File: src/rtl/core/tses_pkg.sv
// ----------------------------------------------------------------------------
// tses_pkg: shared definitions for the envelope shaper
// Request kinds, register indexes, filter modes, default sizes and the
// reset curve of the point table.
// ----------------------------------------------------------------------------
package tses_pkg;

    localparam int MAX_POINTS_DEF  = 16;
    localparam int COEFF_DEPTH_DEF = 256;
    localparam int SAMPLE_BITS_DEF = 24;

    localparam int MUL_A_BITS      = 40;
    localparam int MUL_B_BITS_DEF  = SAMPLE_BITS_DEF + 2;

    localparam int Q16_BITS        = 17;
    localparam int CFG_INDEX_BITS  = 3;
    localparam int CFG_DATA_BITS   = 32;

    localparam logic [16:0] ONE_Q16        = 17'd65536;
    localparam logic [16:0] SMOOTH_LIN_MAX = 17'd655;

    typedef enum logic [1:0] {
        KIND_SAMPLE = 2'd0,
        KIND_POINT  = 2'd1,
        KIND_COEFF  = 2'd2,
        KIND_PHASE  = 2'd3
    } t_kind;

    typedef enum logic [1:0] {
        MODE_GAIN = 2'd0,
        MODE_HP   = 2'd1,
        MODE_BP   = 2'd2,
        MODE_LP   = 2'd3
    } t_mode;

    localparam logic [2:0] REG_MIX    = 3'd0;
    localparam logic [2:0] REG_SMOOTH = 3'd1;
    localparam logic [2:0] REG_MODE   = 3'd2;
    localparam logic [2:0] REG_ENABLE = 3'd3;
    localparam logic [2:0] REG_COUNT  = 3'd4;
    localparam logic [2:0] REG_STEP   = 3'd5;

    function automatic logic [16:0] dip_point(input int unsigned idx);
        logic [16:0] v;
        unique case (idx)
            0: v = 17'd65536;
            1: v = 17'd0;
            2: v = 17'd3277;
            3: v = 17'd13107;
            4: v = 17'd39322;
            default: v = 17'd65536;
        endcase
        return v;
    endfunction

endpackage

File: src/rtl/core/tses_mul.sv
// ----------------------------------------------------------------------------
// tses_mul: shared signed multiplier
// One signed product per cycle, registered at the output.
// ----------------------------------------------------------------------------
module tses_mul #(
    parameter int A_BITS = tses_pkg::MUL_A_BITS,
    parameter int B_BITS = tses_pkg::MUL_B_BITS_DEF
) (
    input  logic                             i_clk,
    input  logic signed [A_BITS-1:0]         i_a,
    input  logic signed [B_BITS-1:0]         i_b,
    output logic signed [A_BITS+B_BITS-1:0]  o_p
);

    always_ff @(posedge i_clk) begin
        o_p <= i_a * i_b;
    end

endmodule
File: config.mk
export PLATFORM = sky130hd
export DESIGN_NAME = tses_mul
export DESIGN_NICKNAME = d
export VERILOG_FILES = /design/src/rtl/core/tses_pkg.sv /design/src/rtl/core/tses_mul.sv
export SDC_FILE = /design/constraint.sdc
export NUM_CORES = 2
export LEC_CHECK = 0
export BUFFER_PORTS_ARGS = -buffer_cell sky130_fd_sc_hd__buf_2
export CELL_PAD_IN_SITES_DETAIL_PLACEMENT = 0
export CELL_PAD_IN_SITES_GLOBAL_PLACEMENT = 1
export CORE_MARGIN = 2
export CORE_UTILIZATION = 40
export DETAILED_ROUTE_END_ITERATION = 10
export HOLD_SLACK_MARGIN = 0.05
export PLACE_DENSITY_LB_ADDON = 0.08
export SLEW_MARGIN = 20
export SYNTH_ARGS = -nofsm -noshare
export SYNTH_HDL_FRONTEND = slang
export SYNTH_SLANG_ARGS = --single-unit
File: constraint.sdc
create_clock -name i_clk -period 12.13 [get_ports i_clk]
set_input_delay 2.426 -clock i_clk [delete_from_list [all_inputs] [get_ports i_clk]]
set_output_delay 2.426 -clock i_clk [all_outputs]
set_load 0.01 [all_outputs]
==> results.json <==
{
  "postCtsSetupBuffers": 0,
  "path_class": "input pin to flop",
  "yosysWarnings": 0,
  "nets": 5261,
  "drt-vias-per-instance": 4.88,
  "grtUsageTotal": 0.244,
  "async_flop_share": 0,
  "tightest_slew_ps": 1060,
  "dr.pass1.iters": 5,
  "rows": 111,
  "grt_max_degree": 41,
  "routed_wl_um": 107000,
  "multi_input_area_mm2": 0.0307,
  "io_pins": 133,
  "critPathCaptureType": "flop",
  "synth_seq_cells": 66,
  "clk_pin_slew_ps": 60,
  "io_buffers": 132,
  "period_minus_slack_ps": 10460,
  "hpwl_um": 87700,
  "synth_top_area_share": 0.570,
  "cp_max_fo": 40,
  "largest_reg_flops": 66,
  "antenna_found_initial": 5,
  "grt_pass1_vias": 27964,
  "cp.buffers_inverters": 6,
  "vias": 25191,
  "dr.first_iter.drc_count": 1128,
  "regMostFlops": "o_p",
  "timing.slew.headroom": 0.292,
  "yosys.area.top_type": "fa_1",
  "drc_errors": 0,
  "syn_nets": 5298,
  "drive_gt1_frac": 0.0472,
  "gr-total-overflow": 0,
  "arrival_ps": 10780,
  "hold_violations": 0,
  "seqCellArea_mm2": 0.00132,
  "area_growth_pct": 5.20,
  "whs_path_depth": 2,
  "avgRoutedWirePerCell_um": 20.8,
  "required_ps": 12460,
  "finalWeightedCongestion": 0.854,
  "timing.final.crit_share": 0.862,
  "cts_buffers": 9,
  "timing.fmax_mhz": 95.6,
  "ys_seq_area_frac": 0.0360,
  "start_util": 0.402,
  "synth-edff-count": 0,
  "avgSynthCellArea_um2": 9.15,
  "ctsHoldBuffers": 0,
  "grt_pass1_wl_um": 171000,
  "cts.sinks": 66,
  "top_regs": "o_p x66",
  "cp_slowest_cell": "o41ai_4",
  "ctsRootBufferMaster": "clkbuf_16",
  "fin_setup_tns_ps": 0,
  "ant_nets": 0,
  "cts_tree": "yes",
  "n_fill_cell": 9302,
  "cp-start-kind": "input pin",
  "min_from": "i_a[0]",
  "maxCapViolations": 0,
  "syn-cell-area_mm2": 0.0367,
  "rsz0062_at_grt": "false",
  "slowest_delay_ps": 790,
  "status": "completed",
  "syn_inst": 4011,
  "htree_levels": 3,
  "drv_slew": 0,
  "ctsResizeCount": 0,
  "die-area_mm2": 0.0942,
  "yosysUniqueCellTypes": 56,
  "die_w_um": 307,
  "crit_family": "adder cells",
  "ys_top_cells_by_area": "fa_1 57%, inv_1 11%, nand2_1 7.0%",
  "synthFlopType": "dfxtp_1",
  "coreArea_mm2": 0.0912,
  "fp.dieH_um": 307,
  "hold_end": "o_p[0]",
  "cts_buffer_depth": 2,
  "hold_class": "input pin to flop",
  "setup_viol": 0,
  "path_common_cell": "fa_1"
}
[synthesized netlist by cell type (3+ instances only)]
master,instances
fa_1,1046
inv_1,1044
nand2_1,681
and2_1,366
clkbuf_1,202
ha_1,174
a21oi_1,77
dfxtp_1,66
nor2_1,61
xnor2_1,48
o21ai_0,40
a21o_1,27
xor2_1,26
nand2b_1,17
nand4_1,17
nand3_1,10
nor2b_1,10
o21a_1,10
o21bai_1,10
nor3_1,8
a211oi_1,7
a31oi_1,6
and3_1,6
buf_2,5
or3_1,4
and4_1,3
o21ai_1,3
o31ai_1,3
[placed cells by master (no fill, tap or decap), drive strengths merged, types with 3 or more instances in the layout]
master  Yosys  routed
a21o       27      27
and2      366     366
nor2       62      62
nor3        8       8
nand2     682     682
o21ai      43      43
dfxtp      66      66
a211oi      9       9
ha        174     174
nand2b     17      17
xor2       26      26
buf         6     160
nor2b      10      10
fa       1046    1046
xnor2      48      48
nand4      17      17
o31ai       4       4
or3         5       5
inv      1044    1045
o41ai       3       3
clkbuf    202      11
nand3      10      10
a21oi      78      78
and4        3       3
o21a       10      10
o21bai     10      10
a31oi       6       6
and3        6       6
[area by class of cell]
cell class                      instances  share of cell area
Multi-Input combinational cell       2693               0.794
Antenna cell                            2            0.000130
Inverter                             1044               0.101
Tap cell                             1186              0.0384
Clock buffer                           11             0.00654
Sequential cell                        66              0.0342
Clock inverter                          5             0.00220
Timing Repair Buffer                  160              0.0225
[logic make-up (layout without fill, tap and decap cells)]
| family | count (synthesis) | after routing | share of synthesized area |
|---|---|---|---|
| buf+inv | 1252 | 1220 | 0.128 |
| fa+ha+maj | 1220 | 1220 | 0.630 |
| other cells | 0 | 2 | 0 |
| xor+xnor | 74 | 74 | 0.0177 |
| compound gates | 207 | 207 | 0.0360 |
| simple gates | 1192 | 1192 | 0.153 |
| flops | 66 | 66 | 0.0360 |
[through the flow]
stage	worst slack [ps]	hold WS [ps]	instance area (µm²)	util	instances
2_1_floorplan	3030	2550	36700	-	4011
3_5_place_dp	1280	2820	38300	0.420	5149
4_1_cts	1700	2620	38600	0.423	5165
3_3_place_gp	1310	2820	38300	0.420	5149
6_report	1670	2630	38600	0.423	5167
5_1_grt	1310	2660	38600	0.423	5166
[per-layer routing]
| layer | vias to the layer above | routed length [µm] | global-route usage |
|---|---|---|---|
| li1 | 11262 | - | - |
| met1 | 13332 | 45700 | 0.317 |
| met2 | 484 | 53300 | 0.420 |
| met3 | 111 | 3710 | 0.0263 |
| met4 | 2 | 4650 | 0.0938 |
| met5 | - | 7 | 0 |
[worst max-delay path by stage]
stage / end / slack [ps] / cells after the start / from
2_1_floorplan: o_p[59] / 3030 / 25 / i_a[26]
3_3_place_gp: o_p[55] / 1310 / 25 / i_b[3]
3_5_place_dp: o_p[55] / 1280 / 25 / i_b[3]
4_1_cts: o_p[55] / 1700 / 25 / i_b[3]
5_1_grt: o_p[55] / 1310 / 27 / i_b[3]
6_report: o_p[55] / 1670 / 25 / i_b[3]
Power is not shown: default switching activity piles up to over one toggle a cycle in this logic, so the estimate is an artifact.
